--- src/sv/gtach_pkg.sv ---
// Shared types, constants and command codes for the gated tachometer.
// No dependencies; every other file uses it by scoped names.
`default_nettype none
package gtach_pkg;

  // Counter widths
  localparam int COUNT_BITS = 24;
  localparam int TIME_BITS  = 16;

  // Config register widths
  localparam int WLEN_W = 16;
  localparam int PPR_W  = 8;

  // Speed scale: 60000 fits 16 bits
  localparam int SCALE_W = 16;
  localparam logic [SCALE_W-1:0] RPM_SCALE = 16'd60000;
  localparam int SPEED_W = 16;

  // Divider widths
  localparam int PROD_W = COUNT_BITS + SCALE_W;
  localparam int NUM_W  = PROD_W + 1;
  localparam int DEN_W  = PPR_W + TIME_BITS;
  localparam int IT_W   = $clog2(NUM_W + 1);
  localparam int CMP_W  = (TIME_BITS > WLEN_W) ? TIME_BITS : WLEN_W;

  // Queue depths
  localparam int IQ_DEPTH = 4;
  localparam int IQ_AW    = $clog2(IQ_DEPTH);
  localparam int OQ_DEPTH = 4;
  localparam int OQ_AW    = $clog2(OQ_DEPTH);

  // Config register reset values
  localparam logic [WLEN_W-1:0] WLEN_RESET = 16'd1000;
  localparam logic [PPR_W-1:0]  PPR_RESET  = 8'd40;

  // Bus command bytes
  localparam logic [7:0] CMD_START     = 8'h10;
  localparam logic [7:0] CMD_GET_SPEED = 8'h11;
  localparam logic [7:0] CMD_BUSY      = 8'h12;

  // Raw item kinds on the input channel
  localparam logic [1:0] CMD_KIND_SAMPLE = 2'd0;
  localparam logic [1:0] CMD_KIND_WRITE  = 2'd1;
  localparam logic [1:0] CMD_KIND_READ   = 2'd2;

  typedef logic [COUNT_BITS-1:0] cnt_t;
  typedef logic [TIME_BITS-1:0]  time_t;
  typedef logic [CMP_W-1:0]      cmp_t;
  typedef logic [PROD_W-1:0]     prod_t;
  typedef logic [NUM_W-1:0]      num_t;
  typedef logic [DEN_W-1:0]      den_t;
  typedef logic [IT_W-1:0]       it_t;
  typedef logic [SPEED_W-1:0]    speed_t;
  typedef logic [IQ_AW:0]        iq_cnt_t;
  typedef logic [OQ_AW:0]        oq_cnt_t;

  typedef enum logic [1:0] {
    KIND_SAMPLE,
    KIND_WRITE,
    KIND_READ
  } kind_t;

  typedef enum logic [2:0] {
    DIV_IDLE,
    DIV_MUL,
    DIV_PREP,
    DIV_RUN,
    DIV_DONE
  } div_state_t;

  // Channel payloads
  typedef struct packed {
    logic [1:0] command;
    logic       encoder_level;
    logic       ms_tick;
    logic [7:0] bus_byte;
  } in_item_t;

  typedef struct packed {
    logic [7:0] read_byte;
    logic       last_byte;
  } out_item_t;

  // Classified item between front and back
  typedef struct packed {
    kind_t      kind;
    logic       level;
    logic       tick;
    logic [7:0] byte_val;
  } op_t;

  // Divider request and response
  typedef struct packed {
    logic             start;
    cnt_t             pulses;
    time_t            ms;
    logic [PPR_W-1:0] holes;
  } div_req_t;

  typedef struct packed {
    logic   busy;
    logic   done;
    speed_t speed;
  } div_rsp_t;

endpackage
`default_nettype wire

--- src/sv/gtach_front.sv ---
// Front end: accepts input transactions, classifies them, queues them.
// Depends on gtach_pkg.
`default_nettype none
module gtach_front (
  input  wire logic               clk,
  input  wire logic               rst_n,
  input  wire logic               push,
  output logic                    full,
  input  wire gtach_pkg::in_item_t in_data,
  output logic                    q_valid,
  output gtach_pkg::op_t          q_item,
  input  wire logic               q_pop
);

  gtach_pkg::op_t     mem [gtach_pkg::IQ_DEPTH];
  logic [gtach_pkg::IQ_AW-1:0] wr_ptr_r, wr_ptr_nxt;
  logic [gtach_pkg::IQ_AW-1:0] rd_ptr_r, rd_ptr_nxt;
  gtach_pkg::iq_cnt_t cnt_r, cnt_nxt;
  gtach_pkg::op_t     op;
  logic               keep;
  logic               wr_en;
  logic               rd_en;

  // Classify; the unused kind is accepted and dropped
  always_comb begin
    op.level    = in_data.encoder_level;
    op.tick     = in_data.ms_tick;
    op.byte_val = in_data.bus_byte;
    op.kind     = gtach_pkg::KIND_SAMPLE;
    keep        = 1'b1;
    case (in_data.command)
      gtach_pkg::CMD_KIND_SAMPLE: op.kind = gtach_pkg::KIND_SAMPLE;
      gtach_pkg::CMD_KIND_WRITE:  op.kind = gtach_pkg::KIND_WRITE;
      gtach_pkg::CMD_KIND_READ:   op.kind = gtach_pkg::KIND_READ;
      default:                    keep    = 1'b0;
    endcase
  end

  assign full    = (cnt_r == gtach_pkg::iq_cnt_t'(gtach_pkg::IQ_DEPTH));
  assign q_valid = (cnt_r != '0);
  assign q_item  = mem[rd_ptr_r];
  assign wr_en   = push && !full && keep;
  assign rd_en   = q_pop && q_valid;

  always_comb begin
    wr_ptr_nxt = wr_ptr_r + gtach_pkg::IQ_AW'(wr_en);
    rd_ptr_nxt = rd_ptr_r + gtach_pkg::IQ_AW'(rd_en);
    cnt_nxt    = cnt_r + gtach_pkg::iq_cnt_t'(wr_en) - gtach_pkg::iq_cnt_t'(rd_en);
  end

  always_ff @(posedge clk) begin
    if (wr_en) begin
      mem[wr_ptr_r] <= op;
    end
  end

  always_ff @(posedge clk) begin
    if (!rst_n) begin
      wr_ptr_r <= '0;
      rd_ptr_r <= '0;
      cnt_r    <= '0;
    end else begin
      wr_ptr_r <= wr_ptr_nxt;
      rd_ptr_r <= rd_ptr_nxt;
      cnt_r    <= cnt_nxt;
    end
  end

endmodule
`default_nettype wire

--- src/sv/gtach_div.sv ---
// Speed unit: rounded, saturating pulses*60000/(holes*ms), one quotient bit per cycle.
// Depends on gtach_pkg.
`default_nettype none
module gtach_div (
  input  wire logic                clk,
  input  wire logic                rst_n,
  input  wire gtach_pkg::div_req_t req,
  output gtach_pkg::div_rsp_t      rsp
);

  gtach_pkg::div_state_t state_r, state_nxt;

  gtach_pkg::cnt_t             pulses_r;
  gtach_pkg::time_t            ms_r;
  logic [gtach_pkg::PPR_W-1:0] holes_r;
  gtach_pkg::prod_t            prod_r;
  gtach_pkg::den_t             den_r;
  gtach_pkg::num_t             num_r;     // numerator, then quotient
  gtach_pkg::den_t             rem_r;
  gtach_pkg::it_t              it_r;
  gtach_pkg::speed_t           speed_r;

  logic [gtach_pkg::DEN_W:0]   rem_sh;
  logic [gtach_pkg::DEN_W:0]   diff;
  logic                        qbit;
  logic                        den_zero;

  assign rem_sh   = {rem_r, num_r[gtach_pkg::NUM_W-1]};
  assign diff     = rem_sh - {1'b0, den_r};
  assign qbit     = !diff[gtach_pkg::DEN_W];
  assign den_zero = (den_r == '0);

  // Next state
  always_comb begin
    state_nxt = state_r;
    case (state_r)
      gtach_pkg::DIV_IDLE: if (req.start) state_nxt = gtach_pkg::DIV_MUL;
      gtach_pkg::DIV_MUL:  state_nxt = gtach_pkg::DIV_PREP;
      gtach_pkg::DIV_PREP: state_nxt = den_zero ? gtach_pkg::DIV_DONE : gtach_pkg::DIV_RUN;
      gtach_pkg::DIV_RUN:  if (it_r == '0) state_nxt = gtach_pkg::DIV_DONE;
      gtach_pkg::DIV_DONE: state_nxt = gtach_pkg::DIV_IDLE;
      default:             state_nxt = gtach_pkg::DIV_IDLE;
    endcase
  end

  // Outputs
  always_comb begin
    rsp.busy  = (state_r != gtach_pkg::DIV_IDLE);
    rsp.done  = (state_r == gtach_pkg::DIV_DONE);
    rsp.speed = speed_r;
  end

  // Datapath
  always_ff @(posedge clk) begin
    case (state_r)
      gtach_pkg::DIV_IDLE: begin
        pulses_r <= req.pulses;
        ms_r     <= req.ms;
        holes_r  <= req.holes;
      end
      gtach_pkg::DIV_MUL: begin
        prod_r <= gtach_pkg::prod_t'(pulses_r) * gtach_pkg::prod_t'(gtach_pkg::RPM_SCALE);
        den_r  <= gtach_pkg::den_t'(holes_r) * gtach_pkg::den_t'(ms_r);
      end
      gtach_pkg::DIV_PREP: begin
        num_r   <= gtach_pkg::num_t'(prod_r) + gtach_pkg::num_t'(den_r >> 1);
        rem_r   <= '0;
        it_r    <= gtach_pkg::it_t'(gtach_pkg::NUM_W - 1);
        speed_r <= (pulses_r != '0) ? '1 : '0;
      end
      gtach_pkg::DIV_RUN: begin
        num_r <= {num_r[gtach_pkg::NUM_W-2:0], qbit};
        rem_r <= qbit ? diff[gtach_pkg::DEN_W-1:0] : rem_sh[gtach_pkg::DEN_W-1:0];
        it_r  <= it_r - 1'b1;
        if (it_r == '0) begin
          speed_r <= (|{num_r[gtach_pkg::NUM_W-2:gtach_pkg::SPEED_W-1]}) ? '1
                     : {num_r[gtach_pkg::SPEED_W-2:0], qbit};
        end
      end
      default: begin
      end
    endcase
  end

  always_ff @(posedge clk) begin
    if (!rst_n) begin
      state_r <= gtach_pkg::DIV_IDLE;
    end else begin
      state_r <= state_nxt;
    end
  end

endmodule
`default_nettype wire

--- src/sv/gtach_back.sv ---
// Back end: window state, command handling and the result queue.
// Depends on gtach_pkg and gtach_div.
`default_nettype none
module gtach_back (
  input  wire logic                          clk,
  input  wire logic                          rst_n,
  input  wire logic                          q_valid,
  input  wire gtach_pkg::op_t                q_item,
  output logic                               q_pop,
  input  wire logic [gtach_pkg::WLEN_W-1:0]  window_len,
  input  wire logic [gtach_pkg::PPR_W-1:0]   pulses_per_rev,
  output logic                               empty,
  input  wire logic                          pop,
  output gtach_pkg::out_item_t               out_data
);

  logic              pending_r, pending_nxt;
  logic              running_r, running_nxt;
  logic              prev_r, prev_nxt;
  gtach_pkg::cnt_t   edge_r, edge_nxt;
  gtach_pkg::time_t  elapsed_r, elapsed_nxt;
  gtach_pkg::speed_t speed_r, speed_nxt;
  logic [7:0]        sel_r, sel_nxt;

  gtach_pkg::out_item_t mem [gtach_pkg::OQ_DEPTH];
  logic [gtach_pkg::OQ_AW-1:0] wr_ptr_r, rd_ptr_r;
  gtach_pkg::oq_cnt_t          cnt_r;
  logic [1:0]                  n_wr;
  gtach_pkg::out_item_t        e0, e1;
  logic                        rd_en;

  gtach_pkg::div_req_t div_req;
  gtach_pkg::div_rsp_t div_rsp;

  gtach_div u_div (
    .clk  (clk),
    .rst_n(rst_n),
    .req  (div_req),
    .rsp  (div_rsp)
  );

  // Take an item when the speed unit is quiet and two result slots are free
  assign q_pop = q_valid && !div_rsp.busy &&
                 (cnt_r <= gtach_pkg::oq_cnt_t'(gtach_pkg::OQ_DEPTH - 2));

  always_comb begin
    pending_nxt    = pending_r;
    running_nxt    = running_r;
    prev_nxt       = prev_r;
    edge_nxt       = edge_r;
    elapsed_nxt    = elapsed_r;
    speed_nxt      = div_rsp.done ? div_rsp.speed : speed_r;
    sel_nxt        = sel_r;
    n_wr           = 2'd0;
    e0             = '0;
    e1             = '0;
    div_req.start  = 1'b0;
    div_req.pulses = edge_r;
    div_req.ms     = elapsed_r;
    div_req.holes  = pulses_per_rev;
    if (q_pop) begin
      case (q_item.kind)
        gtach_pkg::KIND_SAMPLE: begin
          if (pending_r) begin
            pending_nxt = 1'b0;
            running_nxt = 1'b1;
            edge_nxt    = '0;
            elapsed_nxt = '0;
            prev_nxt    = q_item.level;
          end else if (running_r) begin
            if (!prev_r && q_item.level && !(&edge_r)) begin
              edge_nxt = edge_r + 1'b1;
            end
            prev_nxt = q_item.level;
            if (q_item.tick && !(&elapsed_r)) begin
              elapsed_nxt = elapsed_r + 1'b1;
            end
            if (gtach_pkg::cmp_t'(elapsed_nxt) >= gtach_pkg::cmp_t'(window_len)) begin
              running_nxt    = 1'b0;
              div_req.start  = 1'b1;
              div_req.pulses = edge_nxt;
              div_req.ms     = elapsed_nxt;
            end
          end
        end
        gtach_pkg::KIND_WRITE: begin
          sel_nxt = q_item.byte_val;
          if (q_item.byte_val == gtach_pkg::CMD_START) begin
            pending_nxt = 1'b1;
          end
        end
        gtach_pkg::KIND_READ: begin
          if (sel_r == gtach_pkg::CMD_GET_SPEED) begin
            n_wr         = 2'd2;
            e0.read_byte = speed_r[7:0];
            e0.last_byte = 1'b0;
            e1.read_byte = speed_r[15:8];
            e1.last_byte = 1'b1;
          end else begin
            n_wr         = 2'd1;
            e0.read_byte = {7'd0, (sel_r == gtach_pkg::CMD_BUSY) && (running_r || pending_r)};
            e0.last_byte = 1'b1;
          end
        end
        default: begin
        end
      endcase
    end
  end

  // Result queue
  assign empty    = (cnt_r == '0);
  assign out_data = mem[rd_ptr_r];
  assign rd_en    = pop && !empty;

  always_ff @(posedge clk) begin
    if (n_wr != 2'd0) begin
      mem[wr_ptr_r] <= e0;
    end
    if (n_wr == 2'd2) begin
      mem[wr_ptr_r + 1'b1] <= e1;
    end
  end

  always_ff @(posedge clk) begin
    if (!rst_n) begin
      wr_ptr_r  <= '0;
      rd_ptr_r  <= '0;
      cnt_r     <= '0;
      pending_r <= 1'b0;
      running_r <= 1'b0;
      prev_r    <= 1'b0;
      edge_r    <= '0;
      elapsed_r <= '0;
      speed_r   <= '0;
      sel_r     <= '0;
    end else begin
      wr_ptr_r  <= wr_ptr_r + gtach_pkg::OQ_AW'(n_wr);
      rd_ptr_r  <= rd_ptr_r + gtach_pkg::OQ_AW'(rd_en);
      cnt_r     <= cnt_r + gtach_pkg::oq_cnt_t'(n_wr) - gtach_pkg::oq_cnt_t'(rd_en);
      pending_r <= pending_nxt;
      running_r <= running_nxt;
      prev_r    <= prev_nxt;
      edge_r    <= edge_nxt;
      elapsed_r <= elapsed_nxt;
      speed_r   <= speed_nxt;
      sel_r     <= sel_nxt;
    end
  end

endmodule
`default_nettype wire

--- src/sv/gated_tachometer_with_bus_commands_top.sv ---
// A read transaction passes through the input queue and then the result queue before its first byte shows.
// Throughput: one transaction per cycle while the back end is not held off by a speed divide or a full result queue.
// A window close stalls the back end while the divider steps through its multiply, prepare, run and done states.
// Reset: synchronous active-low rst_n empties both queues, clears window state and speed,
// and loads window_length_ms=1000, pulses_per_rev=40.
// Depends on gtach_pkg, gtach_front, gtach_back.
`default_nettype none
module gated_tachometer_with_bus_commands_top (
  input  wire logic                 clk,
  input  wire logic                 rst_n,
  // input channel
  input  wire logic                 push,
  output logic                      full,
  input  wire gtach_pkg::in_item_t  in_data,
  // result channel
  output logic                      empty,
  input  wire logic                 pop,
  output gtach_pkg::out_item_t      out_data,
  // configuration port
  input  wire logic                 psel,
  input  wire logic                 penable,
  input  wire logic                 pwrite,
  input  wire logic [2:0]           paddr,
  input  wire logic [31:0]          pwdata,
  output logic [31:0]               prdata,
  output logic                      pready
);

  // Config registers: window length at 0x0, pulses per rev at 0x4.
  // Decode uses paddr[2] only; low address bits are ignored.
  logic [gtach_pkg::WLEN_W-1:0] wlen_r;
  logic [gtach_pkg::PPR_W-1:0]  ppr_r;
  logic                         cfg_wr;

  assign pready = 1'b1;
  assign cfg_wr = psel && penable && pwrite && pready;

  always_ff @(posedge clk) begin
    if (!rst_n) begin
      wlen_r <= gtach_pkg::WLEN_RESET;
      ppr_r  <= gtach_pkg::PPR_RESET;
    end else if (cfg_wr) begin
      if (paddr[2]) begin
        ppr_r <= pwdata[gtach_pkg::PPR_W-1:0];
      end else begin
        wlen_r <= pwdata[gtach_pkg::WLEN_W-1:0];
      end
    end
  end

  always_comb begin
    if (paddr[2]) begin
      prdata = {{(32 - gtach_pkg::PPR_W){1'b0}}, ppr_r};
    end else begin
      prdata = {{(32 - gtach_pkg::WLEN_W){1'b0}}, wlen_r};
    end
  end

  // Front end to back end: classified transaction queue.
  logic           q_valid;
  logic           q_pop;
  gtach_pkg::op_t q_item;

  gtach_front u_front (
    .clk    (clk),
    .rst_n  (rst_n),
    .push   (push),
    .full   (full),
    .in_data(in_data),
    .q_valid(q_valid),
    .q_item (q_item),
    .q_pop  (q_pop)
  );

  // Back end executes in order; it holds off while a speed divide runs so
  // a later read always sees the new speed.
  gtach_back u_back (
    .clk           (clk),
    .rst_n         (rst_n),
    .q_valid       (q_valid),
    .q_item        (q_item),
    .q_pop         (q_pop),
    .window_len    (wlen_r),
    .pulses_per_rev(ppr_r),
    .empty         (empty),
    .pop           (pop),
    .out_data      (out_data)
  );

endmodule
`default_nettype wire

--- config.mk ---
export PLATFORM = sky130hd
export DESIGN_NAME = gated_tachometer_with_bus_commands_top
export DESIGN_NICKNAME = d
export VERILOG_FILES = /design/src/sv/gtach_pkg.sv /design/src/sv/gtach_front.sv /design/src/sv/gtach_div.sv /design/src/sv/gtach_back.sv /design/src/sv/gated_tachometer_with_bus_commands_top.sv
export SDC_FILE = /design/constraint.sdc
export NUM_CORES = 1
export LEC_CHECK = 0
export ABC_AREA = 0
export BUFFER_PORTS_ARGS = -buffer_cell sky130_fd_sc_hd__buf_2
export CORE_ASPECT_RATIO = 1.1
export CORE_MARGIN = 5
export CORE_UTILIZATION = 24
export CTS_BUF_LIST = sky130_fd_sc_hd__clkbuf_4 sky130_fd_sc_hd__clkbuf_8 sky130_fd_sc_hd__clkbuf_16
export DETAILED_ROUTE_END_ITERATION = 8
export SLEW_MARGIN = 15
export SYNTH_ARGS = -nofsm -noshare
export SYNTH_HDL_FRONTEND = slang
export SYNTH_SLANG_ARGS = --single-unit
--- constraint.sdc ---
create_clock -name clk -period 8.6 [get_ports clk]
set_input_delay 0.86 -clock clk [delete_from_list [all_inputs] [get_ports clk]]
set_output_delay 0.86 -clock clk [all_outputs]
set_load 0.02 [all_outputs]
== Yosys cells after proc, flatten, opt, wreduce, memory -nomap -nowiden ==
Memories as Yosys holds them, arrays and structs flattened. A register that Yosys moved wholly into a read port is not among the register bits.
Index checks and enable logic that the tools add are counted.
Cells by class
  magnitude comparators: 2
  add/sub/neg operators: 14
  reduce and logical (&&, ||, !) cells: 45
  bitwise logic cells: 1
  muxes and demuxes: 54
  equality and inequality tests: 16
  multipliers: 2
  div/mod/pow operators: 0
  shift-type cells: 0
Operators by type and width (count)
  $mux 41: 5
  $mux 16: 11
  $mux 24: 4
  $pmux 41 s2: 1
  $mux 9: 6
  $pmux 24 s2: 1
  $add 40x23->41: 1
  $mul 24x11->35 const B: 1
  $pmux 16 s2: 1
  $reduce_or 25->1: 1
  $sub 25x24->25: 1
  $add 24x1->24 const B: 1
  $eq 8x5->1 const B: 3
  $logic_not 24->1: 1
  $mul 8x16->24: 1
  $reduce_and 24->1: 1
  $reduce_bool 24->1: 1
  $add 16x1->16 const B: 1
  $ge 16x16->1: 1
  $reduce_and 16->1: 1
  $mux 1: 13
  $logic_and 1x1->1: 12
  $pmux 3 s4: 1
  $pmux 6 s2: 1
  other kinds (30): 63
Word-level totals
  input port bits: 54
  logic and storage cells: 161
  ROM bits: 0
  memory bits (writable): 84
  memories kept: 2
  output and inout bits: 44
  bits in latches: 0
  register bits after elaboration: 302
Memory list
  u_front.mem: depth 4, width 12, read ports 1, clocked after Yosys merged registers in 1, wr ports 1, line gtach_front.sv:15  | gtach_pkg::op_t mem [gtach_pkg::IQ_DEPTH];
  u_back.mem: depth 4, width 9, read ports 1, clocked after Yosys merged registers in 1, wr ports 2, line gtach_back.sv:25  | gtach_pkg::out_item_t mem [gtach_pkg::OQ_DEPTH];

== Logic depth before layout (Yosys ltp) ==
  depth in word-level cells: 16
  mapped depth: 21
  depth with buffers taken out: 19

== Cells and area by module ==
Synthesis repeated with hierarchy kept, for this count alone.
Second synthesis, totals
  cell total of the unflattened synthesis: 2785
  area, all modules: 28502.3 um^2
By module, submodules not included
  gtach_div: instances 1, sequential area each 5885.6 um^2, cells an instance 1762, area an instance 18315.1 um^2
  gtach_back: instances 1, sequential area each 2562.5 um^2, cells an instance 787, area an instance 6759.0 um^2
  gtach_front: instances 1, sequential area each 1581.5 um^2, cells an instance 101, area an instance 2154.6 um^2
  gated_tachometer_with_bus_commands_top: instances 1, sequential area each 480.5 um^2, cells an instance 135, area an instance 1273.7 um^2

== Worst setup path before layout ==
No wires, ideal clock.
  kind: flip-flop to flip-flop
  from: reg u_back.u_div.state_r[0]
  to: reg u_back.cnt_r[2]
  arrival time: 6.502 ns
  period minus slack after synthesis: 6.617 ns
  buffers on the path: 1
  data required time: 8.485 ns
  stages on the path, launching flop included: 11
  slack: 1.983 ns
  setup time: 0.115 ns
  cells stage by stage: dfxtp_1 nor3_1 o311ai_2 nor2_1 nand3_1 clkbuf_1 ha_1 fa_1 xor2_1 xnor2_1 and2_1
On the way
  longest elaborated chain between the ends: 7
Ends and longest elaborated chain
  start, declared: line gtach_div.sv:11  | gtach_pkg::div_state_t state_r, state_nxt;
  start signal, assigned: line gtach_div.sv:87  | state_r <= gtach_pkg::DIV_IDLE;
  start signal, assigned: line gtach_div.sv:89  | state_r <= state_nxt;
  $reduce_bool 3->1: line gtach_div.sv:48  | rsp.busy = (state_r != gtach_pkg::DIV_IDLE);
  $logic_not 1->1: line gtach_back.sv:43  | assign q_pop = q_valid && !div_rsp.busy &&
  $logic_and 1x1->1 (2 in series): line gtach_back.sv:43
  $mux 2: line gtach_back.sv:61  | if (q_pop) begin
  $add 3x2->3: line gtach_back.sv:140  | cnt_r <= cnt_r + gtach_pkg::oq_cnt_t'(n_wr) - gtach_pkg::oq_cnt_t'(rd_en);
  $sub 3x1->3: line gtach_back.sv:140
  end signal, assigned: line gtach_back.sv:140
  end, declared: line gtach_back.sv:27  | gtach_pkg::oq_cnt_t cnt_r;
Every way passes these cells.
A chain may end at the register's enable or synchronous reset.

== Worst setup path after layout ==
  from: reg u_back.u_div.pulses_r[4]
  to: reg u_back.u_div.prod_r[39] (data pin)
On the way
  longest elaborated chain between the ends: 1
Ends and longest elaborated chain
  start, declared: line gtach_div.sv:13  | gtach_pkg::cnt_t pulses_r;
  start signal, assigned: line gtach_div.sv:57  | pulses_r <= req.pulses;
  $mul 24x11->35: line gtach_div.sv:62  | prod_r <= gtach_pkg::prod_t'(pulses_r) * gtach_pkg::prod_t'(gtach_pkg::RPM_SCALE);
  end signal, assigned: line gtach_div.sv:62
  end, declared: line gtach_div.sv:16  | gtach_pkg::prod_t prod_r;
Every way passes these cells.

==> metrics.md <==
| Metric | Value |
|---|---|
| Synth Area in XOR/XNOR | `4.87%` |
| Gate Count Post-Synth | `2,799` |
| Critical path fanouts, max | `5` |
| Yosys reg bits | `386` |
| CTS tree | `built` |
| Power Dens Cells | `about 140 nW/um^2` |
| Crit path to | `u_back.u_div.prod_r[39]$_DFFE_PP_` |
| HP Class | `flop to flop` |
| Commonest non-fill, non-tap cells in the layout | `inv_1, nand2_1, edfxtp_1` |
| Routed len/inst | `13.9 um` |
| Sequence of cells on the critical path | `inv_1 > fa_1 > inv_1 > fa_1 > fa_1 > inv_1 > fa_1 > fa_1 > inv_1 > ha_1 > a21oi_1 > o21ai_0 > a221oi_2 > o2111ai_1 > a41o_1 > a31o_2 > nand4_1 > o21ai_0 > xnor2_1` |
| Primary FF master, synth | `edfxtp_1` |
| Max IR drop VDD | `0.149 mV` |
| Slew Limit Fails | `0` |
| Post-synth top area cell | `edfxtp_1` |
| Hold_ws | `0.463 ns` |
| Utilization after layout | `27.0%` |
| First-pass GRT wire length | `101 mm` |
| Synth area leaders | `edfxtp_1, fa_1, ha_1, dfxtp_1, inv_1` |
| Starting DRT DRC Count | `1,041` |
| Vias | `19,000` |
| Post-Route WL | `approximately 60 mm` |
| Crit path required time | `8.94 ns` |
| Area Overhead vs Synth | `12.4%` |
| DRT Pass-1 Iters | `6` |
| Largest family of logic cells by synthesized area | `adder cells` |
| Die H | `370 um` |
| Initial Util | `24.1%` |
| Final TNS setup | `0 ns` |
| Rows | `approximately 130` |
| Longest Clk Path Bufs | `3` |
| Synth Area in Compound Gates | `10.5%` |
| Tmin final | `6.00 ns` |
| TritonCTS buffer count | `between 40 and 50` |
| Mapped Avg Cell Area | `10.1 um^2` |
| Die ar. | `125,000 um^2` |
| CP Class | `flop to flop` |
| YS warnings | `0` |
| Sequential cell area fraction in the yosys report | `a little under two fifths` |
| Port Buffers | `62` |
| Postcts setup bufs | `0` |
| Final hold vios | `0` |
| Slowest cell on crit path | `fa_1` |
| Asr flop ratio synth | `0%` |
| Max-cap violations | `0` |
| Final setup fails | `0` |
| Commonest non-fill, non-tap cell in the layout | `inv_1` |
| CTS Root Cell | `clkbuf_16` |
| Clk Latency, worst-skew pair | `0.59 ns` |
| FF-to-FF End | `u_back.u_div.prod_r[39]$_DFFE_PP_` |
| Status | `finished clean` |
| Max Fclk | `167 MHz` |
| EDFF count, synth | `278` |
| Crit-path most repeated cell | `fa_1` |
| Grt ovf | `0` |
| Core area | `117,000 um^2` |
| Fin nets | `between 3,000 and 4,000` |
| Multiplexer area fraction after synthesis | `3.05%` |
| Synthesized cell area | `28,300 um^2` |
| H-tree levels | `2` |
| Worst path arrival time | `6.33 ns` |
| Clock sink count | `a little under 400` |
| Pleak | `0.0132 uW` |
| Gpl congestion | `between 0.8 and 0.9` |
| Initial antenna violation count | `1` |
| Critical Path End Type | `flop` |
| Max_slew headroom | `between 30% and 40%` |
| RR Startpoint | `u_back.u_div.pulses_r[4]$_DFFE_PN_` |
| Synth Area in Adders | `23.1%` |
| Filler instances | `~12,000` |
| Top cell type's share of synthesized area | `29.5%` |
| Avg Vias per Cell | `4.31` |
| Post-route ant nets | `0` |
| Worst R2R Path Depth | `19` |
| Pin count of the biggest net entering global routing | `75` |
| Post-CTS Hold Buffers | `0` |
| Least-Margin Pin Slew | `just over 1 ns` |
| Crit share post-route | `69.7%` |
| R2R setup slack | `2.60 ns` |
| Post-cts repair resize count | `0` |
| Setup crit start | `u_back.u_div.pulses_r[4]$_DFFE_PN_` |
| Crit start category | `flop` |
| Share of cells above drive strength 1 | `7.87%` |
| DRC Markers | `0` |
| Netlist cell types | `86` |
| Critical path's largest stage delay | `0.55 ns` |
| GRT Util Overall | `9.82%` |
| Width of the die | `337 um` |
| Worst Skew | `0.0350 ns` |
| Vias in the first global route | `roughly 19,000` |
| Ports | `98` |
| Simple-gate share of the synthesized area | `14.7%` |
| Hpwl dp | `47.2 mm` |
| Clock-pin slew on the worst setup and hold paths | `0.06 ns` |
| RSZ-0062 raised after global routing | `no` |
## through the flow
step	cell area (um^2)	power [uW]	instances	setup WS (ns)
6_report	31800	4540	4415	2.60
5_1_grt	31800	4740	4415	2.29
2_1_floorplan	28300	2490	2814	1.98
3_3_place_gp	30200	2660	4333	2.71
3_5_place_dp	30200	2670	4333	2.64
4_1_cts	31800	4610	4414	2.63
## flip-flops by register name (all words and copies together), names as in the netlist, 3 cells and up
signal,flops
u_back.elapsed_r,16
u_back.u_div.state_r,3
u_back.cnt_r,3
u_back.u_div.rem_r,24
u_back.u_div.prod_r,35
u_back.u_div.num_r,41
u_back.u_div.ms_r,16
wlen_r,16
u_back.u_div.pulses_r,24
u_back.u_div.it_r,6
u_front.mem,48
u_back.mem,36
u_back.u_div.holes_r,8
u_back.speed_r,16
u_front.cnt_r,3
u_back.edge_r,24
u_back.u_div.speed_r,16
u_back.u_div.den_r,24
u_back.sel_r,8
ppr_r,8
## layer usage
layer | vias to the layer above | wire (um) | GRT usage (%)
met5 | - | 0 | 0
met3 | 75 | 2180 | 1.22
met4 | 0 | 1720 | 3.13
li1 | 9541 | - | -
met1 | 9067 | 28000 | 12.9
met2 | 337 | 29600 | 16.8
## synthesized netlist by cell type, drive strengths merged, types with 48 or more instances
cell type and n:
a21oi 141, fa 189, nor2b 48, edfxtp 278, inv 358, xor2 55
and2 102, nor2 144, ha 220, clkbuf 58, nand2 350, o21ai 108
dfxtp 108, xnor2 102
## power breakdown
part	switching [uW]	internal (uW)
clock	794	1130
sequential	51.5	2040
combinational	309	213
total	1160	3390
## how the worst min path moves through the flow
stage                                           from                                 to  slack (ns)  cells past startpoint
after global routing                      in_data[1]        u_front.mem[1][1]$_DFFE_PP_        0.45                      1
final                         wlen_r[1]$_SDFFE_PN0P_             wlen_r[1]$_SDFFE_PN0P_        0.46                      2
after global placement    u_back.prev_r$_SDFFE_PN0P_         u_back.prev_r$_SDFFE_PN0P_        0.45                      2
after detailed placement      wlen_r[1]$_SDFFE_PN0P_             wlen_r[1]$_SDFFE_PN0P_        0.46                      2
after floorplan                ppr_r[0]$_SDFFE_PN0P_  u_back.u_div.holes_r[0]$_DFFE_PN_        0.42                      0
after CTS                                 in_data[5]        u_front.mem[3][5]$_DFFE_PP_        0.45                      1
## worst max-delay path: cells and delay by family, from the launching register on
| family | cells | cell delay [ns] |
|---|---|---|
| compound gates | 7 | 1.72 |
| xor+xnor | 1 | 0.15 |
| fa+ha+maj | 6 | 2.92 |
| buf+inv | 4 | 0.35 |
| flops | 1 | 0.51 |
| simple gates | 1 | 0.11 |
## layout make-up
cell class / count / area, um^2 / share of cell area [%]
Clock buffer: 51 / 1160 / 3.65
Antenna cell: 1 / 2.50 / 0.00788
Inverter: 358 / 1340 / 4.23
Sequential cell: 386 / 10500 / 33.1
Clock inverter: 30 / 344 / 1.08
Multi-Input combinational cell: 1968 / 16000 / 50.4
Tap cell: 1541 / 1930 / 6.07
Timing Repair Buffer: 80 / 448 / 1.41
## cell families after synthesis
| logic type | Yosys count |
|---|---|
| buffers and inverters | 460 |
| AO/OA/AOI/OAI | 461 |
| flip-flops | 386 |
| AND/OR/NAND/NOR | 865 |
| adder cells (fa/ha/maj) | 409 |
| XOR/XNOR | 157 |
| other | 2 |
| multiplexers | 59 |
Note: power is estimated with default switching activity, not from simulation.
